[src/hw/rtl/assert_macros.svh]
// assertion macros shared by the boundary enforce rtl
// no dependencies; taken in by `include where checks are written
`ifndef ASSERT_MACROS_SVH
`define ASSERT_MACROS_SVH

// clocked check, switched off while reset is asserted
`define PBE_ASSERT(name, clk, rst_n, prop, msg) \
    name: assert property (@(posedge clk) disable iff (!rst_n) prop) else $error(msg);

// clocked check that also holds through reset
`define PBE_ASSERT_ALWAYS(name, clk, prop, msg) \
    name: assert property (@(posedge clk) prop) else $error(msg);

`endif

[src/hw/rtl/pbe_pkg.sv]
// shared types, constants and helpers for the particle boundary enforce unit
// no dependencies; used by pbe_axis_lane, pbe_merge and the top level
`timescale 1ns / 1ps

package pbe_pkg;

    localparam int COORD_WIDTH     = 32;
    localparam int NUM_AXES        = 3;
    localparam int SUM_WIDTH       = COORD_WIDTH + 2;
    localparam int CFG_INDEX_WIDTH = 3;
    localparam int MODE_WIDTH      = 3;
    localparam int TDATA_WIDTH     = ((2 * NUM_AXES * COORD_WIDTH + 7) / 8) * 8;

    typedef logic signed [COORD_WIDTH-1:0] coord_t;
    typedef logic signed [SUM_WIDTH-1:0]   sum_t;
    typedef logic [MODE_WIDTH-1:0]         mode_code_t;

    // edge modes; codes above clamp behave as none
    localparam mode_code_t MODE_NONE   = 3'd0;
    localparam mode_code_t MODE_KILL   = 3'd1;
    localparam mode_code_t MODE_WRAP   = 3'd2;
    localparam mode_code_t MODE_BOUNCE = 3'd3;
    localparam mode_code_t MODE_CLAMP  = 3'd4;

    // configuration register indexes
    typedef logic [CFG_INDEX_WIDTH-1:0] cfg_index_t;
    localparam cfg_index_t REG_BOX_MIN_X = 3'd0;
    localparam cfg_index_t REG_BOX_MIN_Y = 3'd1;
    localparam cfg_index_t REG_BOX_MIN_Z = 3'd2;
    localparam cfg_index_t REG_BOX_MAX_X = 3'd3;
    localparam cfg_index_t REG_BOX_MAX_Y = 3'd4;
    localparam cfg_index_t REG_BOX_MAX_Z = 3'd5;
    localparam cfg_index_t REG_EDGE_MODE = 3'd6;

    localparam coord_t BOX_MAX_RESET = coord_t'(65536);
    localparam coord_t BOX_MIN_RESET = -BOX_MAX_RESET;
    localparam coord_t COORD_MAX     = {1'b0, {(COORD_WIDTH-1){1'b1}}};
    localparam coord_t COORD_MIN     = {1'b1, {(COORD_WIDTH-1){1'b0}}};

    // what one axis lane hands to the merge stage
    typedef struct packed {
        coord_t pos;
        coord_t prev;
        logic   hit;
    } lane_res_t;

    // clip a widened sum back into the coordinate range
    function automatic coord_t sat_coord(input sum_t v);
        logic [2:0] top;
        top = v[SUM_WIDTH-1:COORD_WIDTH-1];
        if (top == 3'b000 || top == 3'b111) begin
            return v[COORD_WIDTH-1:0];
        end else if (v[SUM_WIDTH-1]) begin
            return COORD_MIN;
        end else begin
            return COORD_MAX;
        end
    endfunction

endpackage

[src/hw/rtl/pbe_axis_lane.sv]
// one axis lane: box test and edge mode arithmetic for a single coordinate
// depends on pbe_pkg
`timescale 1ns / 1ps

module pbe_axis_lane (
    input  logic                aclk,
    input  logic                load,
    input  logic                alive,
    input  pbe_pkg::coord_t     pos,
    input  pbe_pkg::coord_t     prev,
    input  pbe_pkg::coord_t     box_lo,
    input  pbe_pkg::coord_t     box_hi,
    input  pbe_pkg::mode_code_t mode,
    output pbe_pkg::lane_res_t  res
);

    logic            below;
    logic            above;
    pbe_pkg::coord_t face;
    pbe_pkg::sum_t   wrap_sum;
    pbe_pkg::sum_t   mir_sum;

    logic            hit_reg;
    pbe_pkg::coord_t pos_reg;
    pbe_pkg::coord_t prev_reg;
    pbe_pkg::coord_t face_reg;
    pbe_pkg::sum_t   wrap_sum_reg;
    pbe_pkg::sum_t   mir_sum_reg;

    // first half: compares and widened sums
    always_comb begin
        below = (pos < box_lo);
        above = !below && (pos > box_hi);
        face  = below ? box_lo : box_hi;
        if (below) begin
            wrap_sum = pbe_pkg::sum_t'(box_hi) - pbe_pkg::sum_t'(box_lo)
                     + pbe_pkg::sum_t'(pos);
        end else begin
            wrap_sum = pbe_pkg::sum_t'(box_lo) - pbe_pkg::sum_t'(box_hi)
                     + pbe_pkg::sum_t'(pos);
        end
        mir_sum = (pbe_pkg::sum_t'(face) <<< 1) - pbe_pkg::sum_t'(prev);
    end

    always_ff @(posedge aclk) begin
        if (load) begin
            hit_reg      <= alive && (below || above);
            pos_reg      <= pos;
            prev_reg     <= prev;
            face_reg     <= face;
            wrap_sum_reg <= wrap_sum;
            mir_sum_reg  <= mir_sum;
        end
    end

    // second half: saturate and pick by mode
    always_comb begin
        res.hit  = hit_reg;
        res.pos  = pos_reg;
        res.prev = prev_reg;
        if (hit_reg) begin
            unique case (mode)
                pbe_pkg::MODE_WRAP: begin
                    res.pos  = pbe_pkg::sat_coord(wrap_sum_reg);
                    res.prev = pbe_pkg::sat_coord(wrap_sum_reg);
                end
                pbe_pkg::MODE_BOUNCE: begin
                    res.pos  = face_reg;
                    res.prev = pbe_pkg::sat_coord(mir_sum_reg);
                end
                pbe_pkg::MODE_CLAMP: begin
                    res.pos  = face_reg;
                    res.prev = face_reg;
                end
                default: begin
                    res.pos  = pos_reg;
                    res.prev = prev_reg;
                end
            endcase
        end
    end

endmodule

[src/hw/rtl/pbe_merge.sv]
// merge stage: folds the lane results into one particle and holds the output register
// depends on pbe_pkg
`timescale 1ns / 1ps

module pbe_merge (
    input  logic                aclk,
    input  logic                aresetn,
    input  logic                in_valid,
    output logic                in_ready,
    input  logic                in_alive,
    input  pbe_pkg::mode_code_t mode,
    input  pbe_pkg::lane_res_t  lane_res [pbe_pkg::NUM_AXES],
    output logic                out_valid,
    input  logic                out_ready,
    output pbe_pkg::coord_t     out_pos  [pbe_pkg::NUM_AXES],
    output pbe_pkg::coord_t     out_prev [pbe_pkg::NUM_AXES],
    output logic                out_alive
);

    logic            valid_reg;
    logic            valid_next;
    logic            alive_reg;
    logic            alive_next;
    logic            any_hit;
    logic            load;
    pbe_pkg::coord_t pos_reg  [pbe_pkg::NUM_AXES];
    pbe_pkg::coord_t prev_reg [pbe_pkg::NUM_AXES];

    assign in_ready = !valid_reg || out_ready;
    assign load     = in_valid && in_ready;

    always_comb begin
        any_hit = 1'b0;
        for (int a = 0; a < pbe_pkg::NUM_AXES; a++) begin
            any_hit = any_hit || lane_res[a].hit;
        end
        alive_next = in_alive && !((mode == pbe_pkg::MODE_KILL) && any_hit);
        valid_next = in_ready ? in_valid : valid_reg;
    end

    always_ff @(posedge aclk) begin
        if (!aresetn) begin
            valid_reg <= 1'b0;
        end else begin
            valid_reg <= valid_next;
        end
    end

    always_ff @(posedge aclk) begin
        if (load) begin
            alive_reg <= alive_next;
            for (int a = 0; a < pbe_pkg::NUM_AXES; a++) begin
                pos_reg[a]  <= lane_res[a].pos;
                prev_reg[a] <= lane_res[a].prev;
            end
        end
    end

    assign out_valid = valid_reg;
    assign out_alive = alive_reg;
    assign out_pos   = pos_reg;
    assign out_prev  = prev_reg;

endmodule

[src/hw/rtl/particle_boundary_enforce_unit.sv]
// particle boundary enforce unit: accepts one verlet particle (current and previous
// position on three axes, signed q16.16, plus an alive flag) per transaction and
// returns exactly one result per particle, in order. each axis is tested against the
// configured box (bounds inclusive, the below-min test wins on an inverted box) and
// the edge mode is applied: none passes through, kill clears alive, wrap carries the
// overshoot to the opposite face with previous set to current, bounce pins to the
// face and mirrors previous about it, clamp pins both. results that leave the
// coordinate range saturate; dead particles pass unchanged. one particle enters per
// cycle while the output is not stalled, and its result passes one register stage
// inside the three axis lanes (compares and sums), then the output register of the
// merge stage. the box and mode registers are written over the cfg channel, which is
// always ready, and must only be written while no particle is in flight.
// depends on pbe_pkg, pbe_axis_lane, pbe_merge and assert_macros.svh
`timescale 1ns / 1ps

`include "assert_macros.svh"

module particle_boundary_enforce_unit (
    input  logic                                  aclk,
    input  logic                                  aresetn,

    // particle in
    input  logic                                  s_tvalid,
    output logic                                  s_tready,
    // pos_x, pos_y, pos_z, prev_x, prev_y, prev_z
    input  logic [pbe_pkg::TDATA_WIDTH-1:0]       s_tdata,
    // alive
    input  logic [0:0]                            s_tuser,

    // particle out
    output logic                                  m_tvalid,
    input  logic                                  m_tready,
    // new_pos_x, new_pos_y, new_pos_z, new_prev_x, new_prev_y, new_prev_z
    output logic [pbe_pkg::TDATA_WIDTH-1:0]       m_tdata,
    // alive_out
    output logic [0:0]                            m_tuser,

    // register writes
    input  logic                                  cfg_valid,
    output logic                                  cfg_ready,
    input  logic [pbe_pkg::CFG_INDEX_WIDTH-1:0]   cfg_index,
    input  logic [pbe_pkg::COORD_WIDTH-1:0]       cfg_data
);

    localparam int CW = pbe_pkg::COORD_WIDTH;
    localparam int NA = pbe_pkg::NUM_AXES;

    // configuration registers
    pbe_pkg::coord_t     box_lo_reg [NA];
    pbe_pkg::coord_t     box_hi_reg [NA];
    pbe_pkg::mode_code_t mode_reg;

    // stage one control
    logic s1_valid_reg;
    logic s1_valid_next;
    logic s1_alive_reg;
    logic merge_ready;
    logic in_xact;

    pbe_pkg::lane_res_t lane_res [NA];
    pbe_pkg::coord_t    out_pos  [NA];
    pbe_pkg::coord_t    out_prev [NA];
    logic               out_alive;

    // config channel never stalls
    assign cfg_ready = 1'b1;

    always_ff @(posedge aclk) begin
        if (!aresetn) begin
            for (int a = 0; a < NA; a++) begin
                box_lo_reg[a] <= pbe_pkg::BOX_MIN_RESET;
                box_hi_reg[a] <= pbe_pkg::BOX_MAX_RESET;
            end
            mode_reg <= pbe_pkg::MODE_NONE;
        end else if (cfg_valid) begin
            unique case (cfg_index)
                pbe_pkg::REG_BOX_MIN_X: box_lo_reg[0] <= cfg_data;
                pbe_pkg::REG_BOX_MIN_Y: box_lo_reg[1] <= cfg_data;
                pbe_pkg::REG_BOX_MIN_Z: box_lo_reg[2] <= cfg_data;
                pbe_pkg::REG_BOX_MAX_X: box_hi_reg[0] <= cfg_data;
                pbe_pkg::REG_BOX_MAX_Y: box_hi_reg[1] <= cfg_data;
                pbe_pkg::REG_BOX_MAX_Z: box_hi_reg[2] <= cfg_data;
                pbe_pkg::REG_EDGE_MODE: mode_reg      <= cfg_data[pbe_pkg::MODE_WIDTH-1:0];
                default: begin
                    // writes past the register list are dropped
                end
            endcase
        end
    end

    // stage one accepts whenever it is empty or hands its particle on
    assign s_tready      = !s1_valid_reg || merge_ready;
    assign in_xact       = s_tvalid && s_tready;
    assign s1_valid_next = s_tready ? s_tvalid : s1_valid_reg;

    always_ff @(posedge aclk) begin
        if (!aresetn) begin
            s1_valid_reg <= 1'b0;
        end else begin
            s1_valid_reg <= s1_valid_next;
        end
    end

    always_ff @(posedge aclk) begin
        if (in_xact) begin
            s1_alive_reg <= s_tuser[0];
        end
    end

    // one lane per axis, each with its own compare and sum stage
    for (genvar a = 0; a < NA; a++) begin : g_lane
        pbe_axis_lane u_lane (
            .aclk   (aclk),
            .load   (in_xact),
            .alive  (s_tuser[0]),
            .pos    (s_tdata[a*CW +: CW]),
            .prev   (s_tdata[(NA+a)*CW +: CW]),
            .box_lo (box_lo_reg[a]),
            .box_hi (box_hi_reg[a]),
            .mode   (mode_reg),
            .res    (lane_res[a])
        );
    end

    // merge the lanes into one particle and register it for the output side
    pbe_merge u_merge (
        .aclk      (aclk),
        .aresetn   (aresetn),
        .in_valid  (s1_valid_reg),
        .in_ready  (merge_ready),
        .in_alive  (s1_alive_reg),
        .mode      (mode_reg),
        .lane_res  (lane_res),
        .out_valid (m_tvalid),
        .out_ready (m_tready),
        .out_pos   (out_pos),
        .out_prev  (out_prev),
        .out_alive (out_alive)
    );

    assign m_tdata = pbe_pkg::TDATA_WIDTH'({out_prev[2], out_prev[1], out_prev[0],
                                            out_pos[2], out_pos[1], out_pos[0]});
    assign m_tuser = out_alive;

    // checks
    `PBE_ASSERT_ALWAYS(a_out_empty_after_reset, aclk, !aresetn |=> !m_tvalid, "output valid after reset")
    `PBE_ASSERT(a_in_lands_in_s1, aclk, aresetn, (s_tvalid && s_tready) |=> s1_valid_reg, "accepted particle lost before stage one")
    `PBE_ASSERT(a_full_pipe_stalls, aclk, aresetn, (s1_valid_reg && m_tvalid && !m_tready) |-> !s_tready, "input taken while pipeline full and stalled")

endmodule
[config.mk]
export PLATFORM = sky130hd
export DESIGN_NAME = particle_boundary_enforce_unit
export DESIGN_NICKNAME = d
export VERILOG_FILES = /design/src/hw/rtl/pbe_pkg.sv /design/src/hw/rtl/pbe_axis_lane.sv /design/src/hw/rtl/pbe_merge.sv /design/src/hw/rtl/particle_boundary_enforce_unit.sv
export VERILOG_INCLUDE_DIRS = /design/src /design/src/hw/rtl
export SDC_FILE = /design/constraint.sdc
export NUM_CORES = 2
export LEC_CHECK = 0
export BUFFER_PORTS_ARGS = -buffer_cell sky130_fd_sc_hd__clkbuf_2
export CAP_MARGIN = 10
export CORE_MARGIN = 2
export CORE_UTILIZATION = 50
export CTS_CLUSTER_DIAMETER = 200
export DETAILED_ROUTE_END_ITERATION = 6
export HOLD_SLACK_MARGIN = 0.02
export PLACE_DENSITY_LB_ADDON = 0.12
export SLEW_MARGIN = 20
export SYNTH_ARGS = -nofsm -noshare
export SYNTH_HDL_FRONTEND = slang
export SYNTH_SLANG_ARGS = --single-unit
export TNS_END_PERCENT = 5
[constraint.sdc]
create_clock -name aclk -period 33 [get_ports aclk]
set_clock_uncertainty 0.05 [all_clocks]
set_input_delay 3.3 -clock aclk [delete_from_list [all_inputs] [get_ports aclk]]
set_output_delay 3.3 -clock aclk [all_outputs]
set_load 0.02 [all_outputs]
-- After elaboration in Yosys (flattened, before gate mapping)
Memories as Yosys holds them, arrays and structs flattened.
Index checks and enable logic that the tools add are counted.
- $add $sub $neg: 15
- magnitude comparators: 6
- eq/ne operators: 16
- multiplexer cells: 55
- bitwise operators: 6
- reductions and logical operators: 37
- operators with widths (operator ; count):
    $mux W32 ; 21
    $pmux W64 S3 ; 3
    $add A33 B32 Y34 ; 6
    $sub A32 B32 Y33 ; 6
    $mux W64 ; 3
    $mux W34 ; 3
    $sub A33 B32 Y34 ; 3
    $gt A32 B32 Y1 ; 3
    $lt A32 B32 Y1 ; 3
    $eq A3 B3 Y1 const B ; 10
    $mux W1 ; 25
    $logic_not A3 Y1 ; 7
    $logic_or A1 B1 Y1 ; 13
    $eq A3 B2 Y1 const B ; 4
    $logic_and A1 B1 Y1 ; 10
    $eq A3 B1 Y1 const B ; 2
    $logic_not A1 Y1 ; 6
    $or A1 B1 Y1 ; 6
    $reduce_and A2 Y1 ; 1
- register bits after elaboration: 694
- RAM bits: 192
- input port bits: 233
- output and inout bits: 196
- logic and storage cells: 166
- memories kept: 2
- memory list (memory ; words ; width ; rd ports ; clocked after Yosys merged registers in ; wr ports ; line ; RTL):
    box_hi_reg ; 3 ; 32 ; 3 ; 0 ; 3 ; particle_boundary_enforce_unit.sv:50 ; pbe_pkg::coord_t box_hi_reg [NA];
    box_lo_reg ; 3 ; 32 ; 3 ; 0 ; 3 ; particle_boundary_enforce_unit.sv:49 ; pbe_pkg::coord_t box_lo_reg [NA];

-- Depth between registers and ports, before layout
- depth in word-level cells: 6
- mapped depth: 24

-- Modules after synthesis
From an unflattened synthesis, not the netlist that was laid out.
- cells, all modules: 5699
- area total of the unflattened synthesis: 59309.4 sq um
- modules (own cells, without submodules) (module ; instances ; cells an instance ; area each (sq um) ; sequential area each (sq um)):
    pbe_axis_lane at g_lane[1].u_lane ; 1 ; 1737 ; 15671.3 ; 4924.7
    pbe_axis_lane at g_lane[0].u_lane ; 1 ; 1737 ; 15592.5 ; 4924.7
    pbe_axis_lane at g_lane[2].u_lane ; 1 ; 1678 ; 15463.6 ; 4924.7
    particle_boundary_enforce_unit ; 1 ; 346 ; 6722.7 ; 5875.6
    pbe_merge ; 1 ; 201 ; 5859.4 ; 5815.6

-- Least setup slack after synthesis
Ideal clock, no wire load.
- path kind: input-to-reg
- start point: input port m_tready
- end point: register g_lane[0].u_lane.face_reg[0], enable pin
- setup time: 921 ps
- arrival: 14734 ps
- required time: 32029 ps
- path slack: 17295 ps
- stages on the path: 3
- path through: nor2b_1 -> nand2_1 -> and2_1
- cells in the longest elaborated chain, start to end: 3
- RTL lines (item ; line ; RTL):
    start, declared ; particle_boundary_enforce_unit.sv:32 ; input logic m_tready,
    $logic_or A1 B1 Y1 ; pbe_merge.sv:29 ; assign in_ready = !valid_reg || out_ready;
    $logic_or A1 B1 Y1 ; particle_boundary_enforce_unit.sv:92 ; assign s_tready = !s1_valid_reg || merge_ready;
    via s_tready ; particle_boundary_enforce_unit.sv:24 ; output logic s_tready,
    $logic_and A1 B1 Y1 ; particle_boundary_enforce_unit.sv:93 ; assign in_xact = s_tvalid && s_tready;
    via g_lane[0].u_lane.load ; pbe_axis_lane.sv:7 ; input logic load,
    end signal, assigned ; pbe_axis_lane.sv:50 ; face_reg <= face;
    end, declared ; pbe_axis_lane.sv:26 ; pbe_pkg::coord_t face_reg;
The timed path passes the listed nets, and every way through them passes these cells.
A chain may end at the register's enable or synchronous reset.

-- Worst setup path after layout
- start point: input port s_tdata[74] (netlist name)
- end point: register g_lane[2].u_lane.mir_sum_reg[29], data pin
- cells in the longest elaborated chain, start to end: 3
- RTL lines (item ; line ; RTL):
    start, declared ; particle_boundary_enforce_unit.sv:26 ; input logic [pbe_pkg::TDATA_WIDTH-1:0] s_tdata,
    $lt A32 B32 Y1 ; pbe_axis_lane.sv:32 ; below = (pos < box_lo);
    $mux W32 ; pbe_axis_lane.sv:34 ; face = below ? box_lo : box_hi;
    via g_lane[2].u_lane.face[0] ; pbe_axis_lane.sv:19 ; pbe_pkg::coord_t face;
    $sub A33 B32 Y34 ; pbe_axis_lane.sv:42 ; mir_sum = (pbe_pkg::sum_t'(face) <<< 1) - pbe_pkg::sum_t'(prev);
    via g_lane[2].u_lane.mir_sum[29] ; pbe_axis_lane.sv:21 ; pbe_pkg::sum_t mir_sum;
    end signal, assigned ; pbe_axis_lane.sv:52 ; mir_sum_reg <= mir_sum;
    end, declared ; pbe_axis_lane.sv:28 ; pbe_pkg::sum_t mir_sum_reg;
The timed path passes the listed nets, and every way through them passes these cells.

==> impl_metrics.json <==
{
  "status": "completed",
  "yosys.area_share.simple_pct": 9.099,
  "grt_use_total_pct": 29.32,
  "finalHoldViolCount": 0,
  "antenna_found_initial": 31,
  "detail_route.vias_per_cell": 5.762,
  "synth-xor-area-share_pct": 3.629,
  "hold_buffers": 0,
  "numPortBuffers": 427,
  "synth_top_family_by_area": "compound AO/OA/AOI/OAI gates",
  "vias": 44121,
  "grt_pass1_wl_um": 265500,
  "hold_path_class": "reg -> reg",
  "seqPwrFrac_pct": 38.4,
  "intPower_w": 0.002556,
  "dieArea_um2": 120500,
  "synthToLayoutAreaGrowth_pct": 11.84,
  "p_sw_share_pct": 34.84,
  "fin_util_pct": 56.52,
  "period_needed_ns": 8.830,
  "gr-total-overflow": 0,
  "synth_top_cell_area_share_pct": 44.78,
  "fin_hold_ws_ns": 0.4670,
  "synthMuxAreaShare_pct": 0.5716,
  "mostFrequentLayoutCell": "edfxtp_1",
  "cts_max_level": 3,
  "slew_headroom_pct": 26.76,
  "finalSetupViolCount": 0,
  "cts.clk_slew.worst_paths_ns": 0.06,
  "first_pass_iters": 7,
  "routed_wl_um": 180500,
  "cap_violations": 0,
  "final_cell_mix": "edfxtp_1 (878), inv_1 (721), o21ai_0 (501)",
  "die_h_um": 347.2,
  "route.detailed.drc": 0,
  "ctsResizeCount": 0,
  "ys_warn_count": 0,
  "place_hpwl_um": 142800,
  "synth.top_cells.by_area": "edfxtp_1 (45%), ha_1 (10%), fa_1 (6.6%), inv_1 (4.6%), o21ai_0 (4.3%)",
  "vdd.ir_drop.worst_mv": 0.05393,
  "pin_count": 429,
  "fin_cells": 7657,
  "switchingPower_w": 0.001367,
  "power_frac_comb_pct": 33.8,
  "power_density_nw_per_um2": 59.56,
  "crit_type": "in -> reg",
  "rsz0062_at_grt": "no",
  "synthesis.nets": 6574,
  "synth-seq-area-share_pct": 44.95,
  "worst_slew_pin_slew_ns": 1.089,
  "cp_max_fo": 78,
  "place_ws_ns": 23.42,
  "drive_gt1_share_pct": 11.27,
  "synth_top_area_cell": "edfxtp_1",
  "ys_ff_latch": 883,
  "synthAdderAreaFrac_pct": 16.96,
  "grt_max_degree": 161,
  "setup_tns_ns": 0,
  "ant_nets": 0,
  "crit_path_end_kind": "flip-flop",
  "maxSlewViolCount": 0,
  "root_buffer": "clkbuf_16",
  "fp.dieW_um": 347.2,
  "cts_buffers": 100,
  "yosysUniqueCellTypes": 88,
  "max_clock_freq_mhz": 113.3,
  "ys.flop_type": "edfxtp_1",
  "cp.required_ns": 33.39,
  "synth_edf_count": 878,
  "grt_pass1_vias": 42833,
  "avgRoutedWirePerCell_um": 23.58,
  "cts_sinks": 883,
  "start_kind": "input port",
  "rows": 125,
  "cts_tree": "built",
  "fin_crit_sh_pct": 26.76,
  "netlist_instances": 5660,
  "async_reset_ff_share_pct": 0,
  "synth_compound_area_share_pct": 18.93,
  "coreArea_um2": 116500,
  "clock_path_buffers": 3,
  "drt_iter0_markers": 3982,
  "dp_cells": 7464,
  "cp.arrival_ns": 9.22,
  "p_clk_share_pct": 27.8,
  "layout_setup_ws_ns": 24.17,
  "p_leak_nw": 28.84,
  "avgSynthCellArea_um2": 10.40,
  "place_congestion": 0.9740,
  "post-cts-setup-buffer-count": 0,
  "syn-cell-area_um2": 58880,
  "clkLatencyLatePin_ns": 0.70,
  "start_util_pct": 50.54,
  "nets": 6956
}
[synthesized netlist by cell type, types with 24 or more instances]
cell type,n
a211oi_1,113
a21o_1,197
a21oi_1,423
a31oi_1,33
and2_1,64
and3_1,32
clkbuf_1,156
edfxtp_1,878
fa_1,195
ha_1,486
inv_1,721
mux2i_1,28
nand2_1,496
nand2b_1,68
nand3_1,58
nand4_1,73
nor2_1,211
nor2b_1,49
nor3_1,38
o211ai_1,24
o21a_1,223
o21ai_0,504
o21bai_1,27
o31ai_1,24
xnor2_1,138
xor2_1,106
[per-stage QoR]
stage	instance area, um^2	power, W
2_1_floorplan	58880	0.002470
3_3_place_gp	62680	0.002822
3_5_place_dp	62680	0.002833
4_1_cts	65830	0.003930
5_1_grt	65840	0.004132
6_report	65860	0.003923
[worst max-delay path, cell delays in order]
cell	delay (ns)
clkbuf_2	0.15
ha_1	0.33
a21o_1	0.16
a211o_1	0.36
a211oi_1	0.23
o31ai_1	0.20
a21oi_1	0.50
o21ai_1	0.21
a2bb2oi_4	0.14
buf_4	0.61
mux2i_1	0.37
inv_1	0.10
ha_1	0.28
nor2b_1	0.15
o21a_1	0.14
o21ai_0	0.15
a31oi_1	0.54
a211oi_1	0.21
o31a_1	0.40
o21ai_0	0.31
a31oi_1	0.15
xnor2_1	0.15
[path summary, 6_finish.rpt]
path | startpoint | endpoint | slack (ns) | cells after the start
worst min-delay path | g_lane[2].u_lane.prev_reg[5] | u_merge.out_prev[5] | 0.47 | 2
worst max register to register | box_lo_reg[0][74] | g_lane[2].u_lane.mir_sum_reg[29] | 26.30 | 22
worst max-delay path | s_tdata[74] | g_lane[2].u_lane.mir_sum_reg[29] | 24.17 | 22
worst min register to register | g_lane[2].u_lane.prev_reg[5] | u_merge.out_prev[5] | 0.47 | 2
[layer usage]
layer / wire [um] / vias to the layer above / global-route usage [%]
li1: - / 20956 / -
met1: 78350 / 21477 / 40.24
met2: 84990 / 1398 / 48.22
met3: 11820 / 266 / 4.779
met4: 5221 / 24 / 7.986
met5: 155 / - / 0
[area by class of cell]
| cell class | count | area (um^2) |
|---|---|---|
| inverters | 721 | 2706 |
| multi-input cells | 3866 | 29130 |
| repair buffers | 470 | 2472 |
| fillers | 10298 | 50660 |
| well taps | 1524 | 1907 |
| clock inverters | 61 | 519.2 |
| diodes | 9 | 22.52 |
| clock buffers | 123 | 2631 |
| flip-flops and latches | 883 | 26470 |
[cell families after synthesis]
family	Yosys count
xor+xnor	244
compound gates	1757
simple gates	1150
flops	883
buf+inv	911
mux	33
other cells	1
fa+ha+maj	681
[power by group through the flow]
stage	sequential (W)	clock, W	combinational (W)
2_1_floorplan	0.00153	0	0.000942
3_3_place_gp	0.00152	0	0.00130
3_5_place_dp	0.00153	0	0.00131
4_1_cts	0.00150	0.00111	0.00131
5_1_grt	0.00152	0.00115	0.00146
6_report	0.00150	0.00109	0.00133
Power figures use the tool's default switching activity.
